**src/rtl/pcxrle_pkg.sv**
```systemverilog
// Shared types and constants of the PCX run-length scanline decoder.
// No dependencies; the decoder, datapath, controller and checker files refer to it by scoped names.
package pcxrle_pkg;

    localparam int COORD_BITS   = 16;
    localparam int CFG_BITS     = 16;
    localparam int CFG_IDX_BITS = 2;
    localparam int CNT_BITS     = 6;
    localparam int BYTE_BITS    = 8;

    localparam logic [BYTE_BITS-1:0] RUN_MARK  = 8'hC0;
    localparam logic [BYTE_BITS-1:0] RUN_COUNT = 8'h3F;

    localparam logic [CFG_IDX_BITS-1:0] REG_LINE_WIDTH     = 2'd0;
    localparam logic [CFG_IDX_BITS-1:0] REG_BYTES_PER_LINE = 2'd1;
    localparam logic [CFG_IDX_BITS-1:0] REG_LINE_COUNT     = 2'd2;

    typedef logic [COORD_BITS-1:0] t_coord;
    typedef logic [COORD_BITS:0]   t_coord_ext;

    typedef struct packed {
        logic [BYTE_BITS-1:0] data_byte;
        logic                 final_byte;
    } t_in_item;

    typedef struct packed {
        logic [BYTE_BITS-1:0] pixel;
        logic                 last_of_item;
        logic                 frame_done;
    } t_out_item;

    typedef enum logic [1:0] {
        ST_IDLE,
        ST_RUN,
        ST_FLUSH
    } t_state;

    typedef enum logic [1:0] {
        PUSH_NONE,
        PUSH_HOLD,
        PUSH_NEW
    } t_push_sel;

    typedef struct packed {
        logic      load;
        logic      step;
        t_push_sel push_sel;
        logic      push_last;
        logic      hold_load;
        logic      hold_clr;
        logic      end_item;
    } t_cmd;

    typedef struct packed {
        logic start_run;
        logic emit;
        logic last_step;
        logic hold_valid;
        logic out_free;
    } t_status;

endpackage

```
**src/rtl/pcx_rle_scanline_decoder.sv**
```systemverilog
// Top level of the PCX run-length scanline decoder (8-bit pixels, one plane).
// Depends on pcxrle_pkg, pcxrle_ctrl and pcxrle_dp.
//
// The block takes the compressed body of a PCX image one byte per input
// transaction and returns the decoded pixels of the kept part of each scanline,
// one pixel per output transaction. A byte with both top bits set is a run
// marker whose low six bits count how often the next byte is repeated; any
// other byte is a literal pixel. Decoded bytes fill scanlines of bytes_per_line
// bytes, of which the first line_width are emitted; after line_count scanlines,
// or after the byte flagged final, the block ignores further bytes until reset.
// A literal byte is placed as a run of one, a run marker only records its count,
// and the value byte of a run of n bytes places n bytes, followed by a flush step
// when the last kept pixel of the run still sits in the hold stage. A run marker
// flagged as the final byte is itself a run of n zeros and is handled the same
// way as a value byte. A run that completes the image ends early, at the byte
// that closes the last scanline. The datapath places one decoded byte per cycle
// into the scanline, and the one-pixel hold stage lets the final pixel of an
// input byte leave marked as last_of_item. Stalls on the output side can hold
// the placing of bytes. The configuration registers are
// written while the block is idle; ready is raised only when it is waiting for
// the next input byte.
module pcx_rle_scanline_decoder (
    input  logic                                 i_clk,
    input  logic                                 i_rst_n,
    // Compressed byte input.
    input  logic                                 i_in_valid,
    output logic                                 o_in_stall,
    input  pcxrle_pkg::t_in_item                 i_in_data,
    // Pixel output.
    output logic                                 o_out_valid,
    input  logic                                 i_out_stall,
    output pcxrle_pkg::t_out_item                o_out_data,
    // Configuration write port.
    input  logic                                 i_cfg_valid,
    output logic                                 o_cfg_ready,
    input  logic [pcxrle_pkg::CFG_IDX_BITS-1:0]  i_cfg_index,
    input  logic [pcxrle_pkg::CFG_BITS-1:0]      i_cfg_data
);

    pcxrle_pkg::t_cmd    cmd;
    pcxrle_pkg::t_status status;
    logic                cfg_we;

    // A configuration transaction completes when valid meets ready.
    assign cfg_we = i_cfg_valid && o_cfg_ready;

    // The controller sequences each input byte through its put steps and
    // decides when pixels move from the hold stage to the output register.
    pcxrle_ctrl u_ctrl (
        .i_clk       (i_clk),
        .i_rst_n     (i_rst_n),
        .i_in_valid  (i_in_valid),
        .i_status    (status),
        .o_cmd       (cmd),
        .o_in_stall  (o_in_stall),
        .o_cfg_ready (o_cfg_ready)
    );

    // The datapath keeps the configuration, the run and scanline position,
    // the hold stage and the output register.
    pcxrle_dp u_dp (
        .i_clk       (i_clk),
        .i_rst_n     (i_rst_n),
        .i_in_data   (i_in_data),
        .i_cfg_we    (cfg_we),
        .i_cfg_index (i_cfg_index),
        .i_cfg_data  (i_cfg_data),
        .i_out_stall (i_out_stall),
        .i_cmd       (cmd),
        .o_status    (status),
        .o_out_valid (o_out_valid),
        .o_out_data  (o_out_data)
    );

endmodule

```
**src/rtl/pcxrle_dp.sv**
```systemverilog
// Datapath of the PCX run-length decoder: configuration, run and scanline state,
// pixel hold stage and output register. Depends on pcxrle_pkg.
module pcxrle_dp (
    input  logic                                   i_clk,
    input  logic                                   i_rst_n,
    input  pcxrle_pkg::t_in_item                   i_in_data,
    input  logic                                   i_cfg_we,
    input  logic [pcxrle_pkg::CFG_IDX_BITS-1:0]    i_cfg_index,
    input  logic [pcxrle_pkg::CFG_BITS-1:0]        i_cfg_data,
    input  logic                                   i_out_stall,
    input  pcxrle_pkg::t_cmd                       i_cmd,
    output pcxrle_pkg::t_status                    o_status,
    output logic                                   o_out_valid,
    output pcxrle_pkg::t_out_item                  o_out_data
);

    pcxrle_pkg::t_coord r_line_width;
    pcxrle_pkg::t_coord r_bytes_per_line;
    pcxrle_pkg::t_coord r_line_count;

    logic                                r_run_pending;
    logic [pcxrle_pkg::CNT_BITS-1:0]     r_run_len;
    pcxrle_pkg::t_coord                  r_column;
    pcxrle_pkg::t_coord                  r_row;
    logic                                r_finished;

    logic [pcxrle_pkg::CNT_BITS-1:0]     r_cnt;
    logic [pcxrle_pkg::BYTE_BITS-1:0]    r_val;
    logic                                r_fin;

    logic [pcxrle_pkg::BYTE_BITS-1:0]    r_hold_pix;
    logic                                r_hold_fd;
    logic                                r_hold_valid;

    logic                                r_out_valid;
    pcxrle_pkg::t_out_item               r_out_data;

    pcxrle_pkg::t_coord                  bpl_eff;
    pcxrle_pkg::t_coord                  lc_eff;
    pcxrle_pkg::t_coord                  kept;
    pcxrle_pkg::t_coord_ext              row_inc;
    pcxrle_pkg::t_coord_ext              col_inc;
    logic                                last_row;
    logic                                wrap;
    logic                                emit;
    logic                                fd_now;
    logic                                put_fin;
    logic                                is_mark;
    logic [pcxrle_pkg::CNT_BITS-1:0]     mark_cnt;
    logic [pcxrle_pkg::CNT_BITS-1:0]     start_cnt;
    logic [pcxrle_pkg::BYTE_BITS-1:0]    start_val;
    logic                                out_free;

    // Scanline geometry; a zero bytes-per-line or line-count register behaves as one.
    always_comb begin
        bpl_eff  = (r_bytes_per_line == '0) ? pcxrle_pkg::t_coord'(1) : r_bytes_per_line;
        lc_eff   = (r_line_count == '0) ? pcxrle_pkg::t_coord'(1) : r_line_count;
        kept     = (r_line_width < bpl_eff) ? r_line_width : bpl_eff;
        row_inc  = {1'b0, r_row} + pcxrle_pkg::t_coord_ext'(1);
        col_inc  = {1'b0, r_column} + pcxrle_pkg::t_coord_ext'(1);
        last_row = row_inc >= {1'b0, lc_eff};
        wrap     = (col_inc >= {1'b0, bpl_eff}) ||
                   (col_inc[pcxrle_pkg::COORD_BITS-1:0] == '0);
        emit     = r_column < kept;
        fd_now   = last_row && (col_inc == {1'b0, kept});
        put_fin  = wrap && last_row;
    end

    // How an incoming byte starts its work.
    always_comb begin
        is_mark  = (i_in_data.data_byte & pcxrle_pkg::RUN_MARK) == pcxrle_pkg::RUN_MARK;
        mark_cnt = pcxrle_pkg::CNT_BITS'(i_in_data.data_byte & pcxrle_pkg::RUN_COUNT);
        if (r_run_pending) begin
            start_cnt = r_run_len;
        end else if (is_mark) begin
            start_cnt = i_in_data.final_byte ? mark_cnt : '0;
        end else begin
            start_cnt = pcxrle_pkg::CNT_BITS'(1);
        end
        start_val = (!r_run_pending && is_mark) ? '0 : i_in_data.data_byte;
    end

    assign out_free = !r_out_valid || !i_out_stall;

    always_comb begin
        o_status.start_run  = !r_finished && (start_cnt != '0);
        o_status.emit       = emit;
        o_status.last_step  = (r_cnt == pcxrle_pkg::CNT_BITS'(1)) || put_fin;
        o_status.hold_valid = r_hold_valid;
        o_status.out_free   = out_free;
    end

    // Configuration registers.
    always_ff @(posedge i_clk) begin
        if (!i_rst_n) begin
            r_line_width     <= pcxrle_pkg::t_coord'(1);
            r_bytes_per_line <= pcxrle_pkg::t_coord'(1);
            r_line_count     <= pcxrle_pkg::t_coord'(1);
        end else if (i_cfg_we) begin
            unique case (i_cfg_index)
                pcxrle_pkg::REG_LINE_WIDTH: begin
                    r_line_width <= i_cfg_data[pcxrle_pkg::COORD_BITS-1:0];
                end
                pcxrle_pkg::REG_BYTES_PER_LINE: begin
                    r_bytes_per_line <= i_cfg_data[pcxrle_pkg::COORD_BITS-1:0];
                end
                pcxrle_pkg::REG_LINE_COUNT: begin
                    r_line_count <= i_cfg_data[pcxrle_pkg::COORD_BITS-1:0];
                end
                default: begin
                end
            endcase
        end
    end

    // Run and scanline state.
    always_ff @(posedge i_clk) begin
        if (!i_rst_n) begin
            r_run_pending <= 1'b0;
            r_run_len     <= '0;
            r_column      <= '0;
            r_row         <= '0;
            r_finished    <= 1'b0;
            r_cnt         <= '0;
            r_fin         <= 1'b0;
        end else begin
            if (i_cmd.load && !r_finished) begin
                r_cnt <= start_cnt;
                r_fin <= i_in_data.final_byte;
                if (r_run_pending) begin
                    r_run_pending <= 1'b0;
                    r_run_len     <= '0;
                end else if (is_mark && !i_in_data.final_byte) begin
                    r_run_pending <= 1'b1;
                    r_run_len     <= mark_cnt;
                end
                if (i_in_data.final_byte && (start_cnt == '0)) begin
                    r_finished <= 1'b1;
                end
            end
            if (i_cmd.step) begin
                r_cnt <= r_cnt - pcxrle_pkg::CNT_BITS'(1);
                if (wrap) begin
                    r_column <= '0;
                    if (last_row) begin
                        r_finished <= 1'b1;
                    end else begin
                        r_row <= row_inc[pcxrle_pkg::COORD_BITS-1:0];
                    end
                end else begin
                    r_column <= col_inc[pcxrle_pkg::COORD_BITS-1:0];
                end
            end
            if (i_cmd.end_item && r_fin) begin
                r_finished <= 1'b1;
            end
        end
    end

    // Value register for the byte being repeated.
    always_ff @(posedge i_clk) begin
        if (i_cmd.load) begin
            r_val <= start_val;
        end
    end

    // One-pixel hold stage, so that the last pixel of an item is known when it leaves.
    always_ff @(posedge i_clk) begin
        if (!i_rst_n) begin
            r_hold_valid <= 1'b0;
        end else if (i_cmd.hold_load) begin
            r_hold_valid <= 1'b1;
        end else if (i_cmd.hold_clr) begin
            r_hold_valid <= 1'b0;
        end
    end

    always_ff @(posedge i_clk) begin
        if (i_cmd.hold_load) begin
            r_hold_pix <= r_val;
            r_hold_fd  <= fd_now;
        end
    end

    // Output register.
    always_ff @(posedge i_clk) begin
        if (!i_rst_n) begin
            r_out_valid <= 1'b0;
        end else begin
            case (i_cmd.push_sel)
                pcxrle_pkg::PUSH_HOLD,
                pcxrle_pkg::PUSH_NEW: begin
                    r_out_valid <= 1'b1;
                end
                default: begin
                    if (!i_out_stall) begin
                        r_out_valid <= 1'b0;
                    end
                end
            endcase
        end
    end

    always_ff @(posedge i_clk) begin
        case (i_cmd.push_sel)
            pcxrle_pkg::PUSH_HOLD: begin
                r_out_data.pixel        <= r_hold_pix;
                r_out_data.last_of_item <= i_cmd.push_last;
                r_out_data.frame_done   <= r_hold_fd;
            end
            pcxrle_pkg::PUSH_NEW: begin
                r_out_data.pixel        <= r_val;
                r_out_data.last_of_item <= i_cmd.push_last;
                r_out_data.frame_done   <= fd_now;
            end
            default: begin
            end
        endcase
    end

    assign o_out_valid = r_out_valid;
    assign o_out_data  = r_out_data;

endmodule

```
**src/rtl/pcxrle_ctrl.sv**
```systemverilog
// Controller state machine of the PCX run-length decoder.
// Depends on pcxrle_pkg; drives the datapath through a command struct.
module pcxrle_ctrl (
    input  logic                 i_clk,
    input  logic                 i_rst_n,
    input  logic                 i_in_valid,
    input  pcxrle_pkg::t_status  i_status,
    output pcxrle_pkg::t_cmd     o_cmd,
    output logic                 o_in_stall,
    output logic                 o_cfg_ready
);

    pcxrle_pkg::t_state r_state;
    pcxrle_pkg::t_state n_state;
    logic               need_push;

    always_ff @(posedge i_clk) begin
        if (!i_rst_n) begin
            r_state <= pcxrle_pkg::ST_IDLE;
        end else begin
            r_state <= n_state;
        end
    end

    always_comb begin
        n_state     = r_state;
        o_cmd       = '0;
        o_in_stall  = 1'b1;
        o_cfg_ready = 1'b0;
        // A step needs the output register when it releases a pixel.
        need_push   = i_status.hold_valid ? (i_status.emit || i_status.last_step)
                                          : (i_status.emit && i_status.last_step);
        unique case (r_state)
            pcxrle_pkg::ST_IDLE: begin
                o_in_stall  = 1'b0;
                o_cfg_ready = 1'b1;
                if (i_in_valid) begin
                    o_cmd.load = 1'b1;
                    if (i_status.start_run) begin
                        n_state = pcxrle_pkg::ST_RUN;
                    end
                end
            end
            pcxrle_pkg::ST_RUN: begin
                if (!need_push || i_status.out_free) begin
                    o_cmd.step = 1'b1;
                    if (i_status.hold_valid && i_status.emit) begin
                        o_cmd.push_sel = pcxrle_pkg::PUSH_HOLD;
                        o_cmd.hold_load = 1'b1;
                        if (i_status.last_step) begin
                            n_state = pcxrle_pkg::ST_FLUSH;
                        end
                    end else if (i_status.hold_valid && i_status.last_step) begin
                        o_cmd.push_sel  = pcxrle_pkg::PUSH_HOLD;
                        o_cmd.push_last = 1'b1;
                        o_cmd.hold_clr  = 1'b1;
                        o_cmd.end_item  = 1'b1;
                        n_state         = pcxrle_pkg::ST_IDLE;
                    end else if (i_status.emit && i_status.last_step) begin
                        o_cmd.push_sel  = pcxrle_pkg::PUSH_NEW;
                        o_cmd.push_last = 1'b1;
                        o_cmd.end_item  = 1'b1;
                        n_state         = pcxrle_pkg::ST_IDLE;
                    end else if (i_status.emit) begin
                        o_cmd.hold_load = 1'b1;
                    end else if (i_status.last_step) begin
                        o_cmd.end_item = 1'b1;
                        n_state        = pcxrle_pkg::ST_IDLE;
                    end
                end
            end
            pcxrle_pkg::ST_FLUSH: begin
                if (i_status.out_free) begin
                    o_cmd.push_sel  = pcxrle_pkg::PUSH_HOLD;
                    o_cmd.push_last = 1'b1;
                    o_cmd.hold_clr  = 1'b1;
                    o_cmd.end_item  = 1'b1;
                    n_state         = pcxrle_pkg::ST_IDLE;
                end
            end
            default: begin
                n_state = pcxrle_pkg::ST_IDLE;
            end
        endcase
    end

endmodule

```
**config.mk**
```make
export PLATFORM = sky130hd
export DESIGN_NAME = pcx_rle_scanline_decoder
export DESIGN_NICKNAME = d
export VERILOG_FILES = /design/src/rtl/pcxrle_pkg.sv /design/src/rtl/pcx_rle_scanline_decoder.sv /design/src/rtl/pcxrle_dp.sv /design/src/rtl/pcxrle_ctrl.sv
export SDC_FILE = /design/constraint.sdc
export NUM_CORES = 1
export LEC_CHECK = 0
export BUFFER_PORTS_ARGS = -buffer_cell sky130_fd_sc_hd__buf_2
export CORE_UTILIZATION = 62
export DETAILED_ROUTE_END_ITERATION = 8
export PLACE_DENSITY_LB_ADDON = 0.05
export SLEW_MARGIN = 20
export SYNTH_ARGS = -nofsm -noshare
export SYNTH_HDL_FRONTEND = slang
export SYNTH_SLANG_ARGS = --single-unit
export TNS_END_PERCENT = 10
```
**constraint.sdc**
```tcl
create_clock -name i_clk -period 7.9 [get_ports i_clk]
set_input_delay 1.58 -clock i_clk [delete_from_list [all_inputs] [get_ports i_clk]]
set_output_delay 1.58 -clock i_clk [all_outputs]
set_load 0.1 [all_outputs]
```
==> run metrics, run 1 <==
status finished, final reports clean; Die Ht 116.6 µm; Post-Route WL between 15000 and 20000 µm; row count just over 40; largest net degree at the start of global routing 64; vias in the first global route approximately 6600; Hold Fails Final Rpt 0; RSZ-0062 raised after global routing false; initial antenna violation count 0; Pins Over Slew Limit 0; CTS tree built; most common cell after layout, fill and taps aside nand2_1; fmax ~150 MHz; FF+latch count, synth between 100 and 150; port bufs between 40 and 50; Resize count post-CTS 0; register area share after synthesis 34.32%; DR pass1 iterations 6; Post-Syn Nets about 1100; fillers roughly 1100; VDD IR max approximately 0.20 mV; Worst Setup End Kind flip-flop; Post-route DRC 0; residual overflow from global routing 0; Tcrit/Tclk final 83.07%; Synth async-reset ratio 0%; gr usage total about 30%; nets 1131; via count 7272; Worst Path Max Fanout between 40 and 50; Area Overhead vs Synth 10.10%; n_diodes 0; main flop type after synthesis dfxtp_1; Crit path max-delay family compound AO/OA/AOI/OAI gates; Startpoint Class flip-flop; worst skew pair latency 0.42 ns; post-synth top area share 24.36%; core area 12720 µm²; ranking of synthesized cells by area dfxtp_1 (24%), ha_1 (11%), edfxtp_1 (10%); worst stage delay on the critical path between 0.7 and 0.8 ns; P per Cell Area between 200 and 250 nW/µm²; CP dominant cell by count ha_1; Worst EP required between 8 and 9 ns; clk buf depth 2; most frequent cells in the layout nand2_1 (176), a21oi_1 (114), dfxtp_1 (99); die area approximately 14000 µm²; Initial Utilization 63.96%; Slew HR 33.17%; Reg clk slew, reported paths approximately 0.070 ns; post-synth top area cell dfxtp_1; CTS H-tree lvls 4; setup violators final 0; DP Area approximately 8400 µm²; Syn Area/Cell ~8.0 µm²; IO Count between 40 and 50; drt first-iter violations between 500 and 600; worst min path class flip-flop to flip-flop; Lkg Pwr roughly 3.6 nW; Syn. warnings 0; cells after synthesis ~1000; Crit-path slowest cell a221oi_1; Num CTS Buffers 17; Max Clock Skew around 0.013 ns; hold buffer count at cts 0; CTS root buffer clkbuf_16; Fin Setup TNS 0 ns; gpl congestion approximately 0.9; Final ANT Viol Nets 0; max_cap viols 0; WS Path Type flip-flop to flip-flop; Critical Path AT between 6 and 7 ns; worst-margin pin slew roughly 0.99 ns; clk sinks around 130; DR vias/cell approximately 6; EDFF count, synth 27; Netlist cell types slightly above 70; first-pass GRT wire length 31930 µm; crit-path cells inv_1, ha_1, nand4_1, or3_1, a221oi_1, nor2_1, buf_4, nor2_1, a21oi_1, ha_1, o211ai_1, nor3_1, o41ai_1, a21oi_1, nor2b_1, o21ai_0, a41o_2, nor3_1, ha_1, inv_1, o41ai_1; postcts setup bufs 0; share of cells above drive strength 1 between 10% and 20%; Final min period 6.563 ns; Final HPWL DP between 10000 and 15000 µm; Die X roughly 120 µm; multi-input combinational cell area just under 5000 µm²; WP buf/inv 3; post-layout util 70.42%; final instance area roughly 9000 µm²; Sequential Area between 2000 and 3000 µm²; WL per Instance roughly 16 µm; post-synth design cell area about 8000 µm²
[synthesized netlist by cell type, drive strengths merged, types with 11 or more instances]
cell type and count:
nor4 16, buf 17, edfxtp 27, nand3 25, nand2b 12, nand4 23
inv 60, nor2 67, and2 11, ha 71, or3 17, nand2 176
o21ai 21, and3 12, nor3 18, nor2b 12, clkbuf 36, or4 12
xor2 18, a21oi 114, xnor2 17, dfxtp 99
[logic make-up after synthesis]
group,count (synthesis),share of synthesized area (%)
compound gates,232,18.36
xor+xnor,35,3.860
fa+ha+maj,71,10.92
buf+inv,113,5.597
flops,126,34.32
mux,18,2.337
simple gates,417,24.60
[power by group]
part / internal (mW) / switching [mW]
Sequential: 0.708 / 0.0331
Combinational: 0.175 / 0.379
Clock: 0.447 / 0.310
Total: 1.33 / 0.721
[layout make-up]
| type | count | share of cell area (%) |
|---|---|---|
| Multi-Input combinational cell | 773 | 54.58 |
| Sequential cell | 126 | 31.17 |
| Clock buffer | 21 | 5.489 |
| Timing Repair Buffer | 50 | 2.961 |
| Inverter | 60 | 2.514 |
| Tap cell | 172 | 2.402 |
| Clock inverter | 11 | 0.8799 |
[flip-flops by register name (all words and copies together) (netlist names), 2 cells and up]
| name | cells |
|---|---|
| u_dp.o_out_data | 10 |
| u_dp.r_line_width | 16 |
| u_dp.r_run_len | 6 |
| u_dp.r_bytes_per_line | 16 |
| u_dp.r_cnt | 6 |
| u_ctrl.r_state | 2 |
| u_dp.r_hold_pix | 8 |
| u_dp.r_line_count | 16 |
| u_dp.r_val | 8 |
| u_dp.r_row | 16 |
| u_dp.r_column | 16 |
[metrics by stage]
step                      worst slack [ns]  total power, mW  cells  hold WS (ns)
after floorplan                      2.043            1.166   1012        0.4204
after global placement               1.636            1.292   1181        0.4411
after detailed placement             1.391            1.298   1181        0.4556
after CTS                            1.354            2.049   1213        0.4713
after global routing                0.5576            2.146   1213        0.4871
final                                1.337            2.051   1213        0.4637
[worst paths after layout]
path / start / end / slack [ns] / cells past startpoint
hold / removal: u_dp.r_val[0]$_SDFFCE_PP0P_ / u_dp.r_hold_pix[0]$_DFFE_PP_ / 0.46 / 0
hold reg to reg: u_dp.r_val[0]$_SDFFCE_PP0P_ / u_dp.r_hold_pix[0]$_DFFE_PP_ / 0.46 / 0
setup / recovery: u_dp.r_bytes_per_line[15]$_SDFFE_PN0P_ / u_dp.o_out_data[0]$_DFFE_PP_ / 1.34 / 21
setup reg to reg: u_dp.r_bytes_per_line[15]$_SDFFE_PN0P_ / u_dp.o_out_data[0]$_DFFE_PP_ / 1.34 / 21
[worst register-to-register path, stage by stage (launching register included)]
cell	delay (ns)
dfxtp_1	0.37
inv_1	0.13
ha_1	0.34
nand4_1	0.11
or3_1	0.37
a221oi_1	0.76
nor2_1	0.39
buf_4	0.31
nor2_1	0.10
a21oi_1	0.06
ha_1	0.29
o211ai_1	0.08
nor3_1	0.17
o41ai_1	0.10
a21oi_1	0.58
nor2b_1	0.30
o21ai_0	0.12
a41o_2	0.57
nor3_1	0.31
ha_1	0.44
inv_1	0.12
o41ai_1	0.35
[routing by layer]
layer / GRT usage, % / wire length, µm / vias to the layer above
met4: 9.705 / 432 / 0
met5: 0 / 0 / -
li1: - / - / 3666
met2: 49.27 / 9228 / 144
met3: 7.473 / 900 / 37
met1: 39.71 / 9281 / 3425
Power figures use the tool's default switching activity.
==> run 2, diff against run 1 <==
Clock period 7.9 ns to 6.8 ns, I/O delays scaled along.
==> run 2 against run 1 <==
Against the previous run: clock power rose by 23%; die area did not move; power rose by 19%; core utilization rose by 0.29 points; clock skew fell by 0.0043 ns; final cell count did not move; via count rose by 0.52%; clock-buffer cell count rose by 2; non-clock buffer count rose by 2; largest cell class unchanged.
==> run metrics, run 2 (same netlist as run 1, synthesis figures left out) <==
CTS H-tree lvls 4; share of cells above drive strength 1 between 10% and 20%; row count approximately 40; die area 13590 µm²; worst-margin pin slew about 1.1 ns; most common cell after layout, fill and taps aside nand2_1; WS Path Type flip-flop to flip-flop; Die X around 120 µm; via count 7310; port bufs between 40 and 50; WL per Instance 16.36 µm; worst min path class flip-flop to flip-flop; Final HPWL DP 14340 µm; hold buffer count at cts 0; Hold Fails Final Rpt 0; CTS tree built; initial antenna violation count 0; Pins Over Slew Limit 0; Initial Utilization between 60% and 70%; Detail Route met2 WL 9206 µm; setup violators final 0; DR vias/cell 6.026; Die Ht roughly 120 µm; worst hold slack approximately 0.46 ns; DR pass1 iterations 5; wire length on met3 around 900 µm; Area Overhead vs Synth 10.55%; WL met1 between 9000 and 10000 µm; Fin Setup TNS 0 ns; status finished, final reports clean; Slew HR between 20% and 30%; fmax between 150 and 200 MHz; Num CTS Buffers 17; RSZ-0062 raised after global routing false; clk sinks about 130; gr usage total about 31%; Worst Setup End Kind flip-flop; DR top layer met4; setup ws final 0.8791 ns; Worst Path Max Fanout 18; vias in the first global route ~6700; Tcrit/Tclk final 87.07%; IO Count 45; Max Clock Skew 0.008414 ns; Final min period between 5 and 6 ns; CTS root buffer clkbuf_16; Post-route DRC 0; first-pass GRT wire length between 30000 and 40000 µm; Startpoint Class flip-flop; core area 12720 µm²; gpl congestion between 0.9 and 1; drt first-iter violations 509; worst skew pair latency about 0.43 ns; Post-Route WL about 20000 µm; P per Cell Area ~270 nW/µm²; nets 1133; Worst EP required 7.04 ns; VDD IR max 0.1963 mV; most frequent cells in the layout nand2_1 (176), a21oi_1 (114), dfxtp_1 (99); Reg clk slew, reported paths 0.05 ns; n_diodes 0; clk buf depth 2; post-layout util 70.70%; max_cap viols 0; residual overflow from global routing 0; Final ANT Viol Nets 0; largest net degree at the start of global routing 77; Lkg Pwr roughly 3.6 nW; Place WS around 0.8 ns; Critical Path AT 6.16 ns
==> run 2: cell count changes in the layout (fill, tap and decap cells not counted), sizes merged <==
cell,before,now
clkbuf,21,23
inv,64,61
clkinv,4,3
buf,50,52
clkinvlp,3,0
bufinv,0,3
==> run 2: layout make-up <==
class | instances | area [µm²]
fill | 1088 | 3727
timing repair buffer | 52 | 280.3
tap | 172 | 215.2
multi-input combinational | 773 | 4892
inverter | 60 | 225.2
clock buffer | 23 | 478.0
sequential | 126 | 2793
clock inverter | 7 | 111.4
==> run 2: where the power goes <==
part           switching (mW)  total, mW  internal [mW]
Clock                   0.329      0.928          0.599
Sequential             0.0380      0.861          0.823
Combinational           0.447      0.657          0.210
Total                   0.814       2.45           1.63
==> run 2: metrics by stage <==
step	total power, mW	area (µm²)	instances
detailed placement	1.514	8403	1183
floorplan	1.355	8137	1012
CTS	2.440	8992	1213
global route	2.554	8995	1213
global placement	1.507	8403	1183
finish	2.447	8995	1213
==> run 2: what timing repair did <==
action                     4_1_cts  5_1_grt
gates resized for setup          0        1
setup endpoints to repair        0        1
buffers inserted                 0        0
==> run 2: worst paths after layout <==
kind | start | to | slack (ns) | depth (start not counted)
worst max-delay path | u_dp.r_bytes_per_line[3]$_SDFFE_PN0P_ | u_dp.o_out_data[0]$_DFFE_PP_ | 0.88 | 22
worst min-delay path | u_dp.r_val[2]$_SDFFCE_PP0P_ | u_dp.r_hold_pix[2]$_DFFE_PP_ | 0.46 | 0
worst max register to register | u_dp.r_bytes_per_line[3]$_SDFFE_PN0P_ | u_dp.o_out_data[0]$_DFFE_PP_ | 0.88 | 22
worst min register to register | u_dp.r_val[2]$_SDFFCE_PP0P_ | u_dp.r_hold_pix[2]$_DFFE_PP_ | 0.46 | 0
==> run 2: critical path, stage by stage (launching register included) <==
cell and delay [ns]:
dfxtp_1 0.37, inv_1 0.10, ha_1 0.32, a21oi_1 0.13, o21ai_0 0.10, a2111oi_0 0.51, a221oi_1 0.15, buf_4 0.19
nor2_2 0.36, buf_4 0.31, a21oi_1 0.13, ha_1 0.32, o211ai_1 0.09, nor3_1 0.18, o41ai_1 0.10, a21oi_1 0.59
nor2b_1 0.28, o21ai_0 0.11, a41o_2 0.30, nor3_1 0.19, ha_1 0.44, inv_1 0.10, o41ai_1 0.35
==> run 2: metal layers <==
metal | track usage (%) | vias to the layer above
li1 | - | 3654
met1 | 41.85 | 3433
met2 | 49.15 | 189
met3 | 6.072 | 34
met4 | 12.15 | 0
met5 | 0 | -
==> run 3, diff against run 2 <==
Settings changed: PLACE_DENSITY set to 0.81, PLACE_DENSITY_LB_ADDON 0.05 to unset.
==> run 3 against run 2 <==
Against the previous run: first-iteration DRC count increased by 20%; clock skew increased by 0.0030 ns; sequential cell count unchanged; fmax decreased by 3.2%; final cell count about the same; setup slack got worse by 0.20 ns; critical path depth decreased by 1; final area increased by 0.25%; worst hold slack improved by 0.0023 ns; largest cell class unchanged; critical endpoint is now u_dp.o_out_data[7]$_DFFE_PP_; register-to-register slack got worse by 0.20 ns.
==> run metrics, run 3 (same netlist as run 1, synthesis figures left out) <==
Post-Route WL 20430 µm; switching pwr 0.8459 mW; WS Path Type flip-flop to flip-flop; Crit-path slowest cell nor2_1; worst stage delay on the critical path around 0.67 ns; clk sinks between 100 and 150; hold buffer count at cts 0; fmax roughly 160 MHz; share of cells above drive strength 1 between 10% and 20%; Worst Setup End Kind flip-flop; P per Cell Area 272.7 nW/µm²; Lkg Pwr ~3.6 nW; Reg clk slew, reported paths about 0.060 ns; VDD IR max roughly 0.26 mV; share of total power in combinational logic around 27%; Worst Path Max Fanout 18; Pins Over Slew Limit 0; CTS H-tree lvls 4; CTS root buffer clkbuf_16; max_cap viols 0; clk buf depth 2; Final ANT Viol Nets 0; n_diodes 0; worst min path class flip-flop to flip-flop; Final HPWL DP approximately 14000 µm; die area ~14000 µm²; core area about 13000 µm²; vias in the first global route about 7000; WL per Instance 16.83 µm; gpl congestion about 0.90; RSZ-0062 raised after global routing false; CTS tree built; drt first-iter violations between 600 and 700; switching fraction of total power about a third; via count 7455; Seq pwr share 35.1%; Crit path max-delay family compound AO/OA/AOI/OAI gates; setup ws final 0.6815 ns; largest net degree at the start of global routing between 70 and 80; postcts setup bufs 0; most frequent cells in the layout nand2_1 (176), a21oi_1 (114), dfxtp_1 (99); Final min period about 6.1 ns; Critical Path AT approximately 6.3 ns; WP buf/inv 3; Internal 1.613 mW; worst skew pair latency approximately 0.43 ns; Max Clock Skew ~0.011 ns; row count 41; DR vias/cell 6.141; DR pass1 iterations 5; most common cell after layout, fill and taps aside nand2_1; setup violators final 0; Num CTS Buffers 17; first-pass GRT wire length between 30000 and 40000 µm; worst-margin pin slew between 1 and 1.5 ns; crit-path cells inv_1, ha_1, a21oi_1, o21ai_0, a2111oi_0, a221oi_1, nor2_1, buf_4, a21oi_1, ha_1, o211ai_1, nor3_1, o41ai_1, a21oi_1, buf_4, nor2b_1, o21ai_0, a41o_2, nor3_1, ha_1, mux2_2; Fin Setup TNS 0 ns; Tcrit/Tclk final about nine tenths; Resize count post-CTS 0; residual overflow from global routing 0; initial antenna violation count 0; gr usage total 30.87%; IO Count 45; Place WS about 0.9 ns; Area Overhead vs Synth 10.83%; status finished, final reports clean; Initial Utilization between 60% and 70%; Die X 116.6 µm; Slew HR ~29%; nets 1132; Hold Fails Final Rpt 0; Die Ht about 120 µm; Worst EP required roughly 7.0 ns; clock share of power between 30% and 40%; port bufs 44; Post-route DRC 0; Startpoint Class flip-flop
## run 3: cell types whose count changed in the layout (fill, tap and decap cells not counted), moves of 2 or more
cell and change:
clkinv_4 +3, clkbuf_1 -2, clkinvlp_4 +2, inv_6 +2
## run 3: final cells by class
class | count | area [µm²]
multi-input cells | 773 | 4901
fillers | 1038 | 3705
flip-flops and latches | 126 | 2793
clock buffers | 21 | 481.7
repair buffers | 51 | 272.8
inverters | 60 | 225.2
well taps | 172 | 215.2
clock inverters | 11 | 128.9
## run 3: power by group through the flow
stage	logic (mW)	registers, mW	clock network (mW)
after floorplan	0.463	0.891	0
final	0.663	0.864	0.932
after global placement	0.622	0.875	0
after detailed placement	0.631	0.877	0
after global routing	0.719	0.868	0.968
after CTS	0.647	0.863	0.939
## run 3: final timing paths
path                                                      to  cells past startpoint                                   from  slack, ns
worst min-delay path            u_dp.r_hold_pix[2]$_DFFE_PP_                      0            u_dp.r_val[2]$_SDFFCE_PP0P_       0.47
worst max register to register  u_dp.o_out_data[7]$_DFFE_PP_                     21  u_dp.r_bytes_per_line[1]$_SDFFE_PN0P_       0.68
worst max-delay path            u_dp.o_out_data[7]$_DFFE_PP_                     21  u_dp.r_bytes_per_line[1]$_SDFFE_PN0P_       0.68
worst min register to register  u_dp.r_hold_pix[2]$_DFFE_PP_                      0            u_dp.r_val[2]$_SDFFCE_PP0P_       0.47
## run 3: metal layers
layer / vias up / wire, µm / track usage [%]
met2: 233 / 9752 / 51.83
li1: 3665 / - / -
met5: - / 0 / 0
met3: 43 / 1280 / 7.888
met4: 0 / 397 / 10.55
met1: 3514 / 9000 / 38.53
## run 3: through the flow
| step | cell area [µm²] | utilization (%) | cells | hold slack [ns] | total power, mW |
|---|---|---|---|---|---|
| after floorplan | 8137 | - | 1012 | 0.4204 | 1.355 |
| after global placement | 8396 | 65.99 | 1182 | 0.4500 | 1.497 |
| after detailed placement | 8396 | 65.99 | 1182 | 0.4490 | 1.508 |
| after CTS | 9006 | 70.79 | 1214 | 0.4674 | 2.449 |
| after global routing | 9017 | 70.88 | 1214 | 0.4839 | 2.555 |
| final | 9017 | 70.88 | 1214 | 0.4655 | 2.459 |
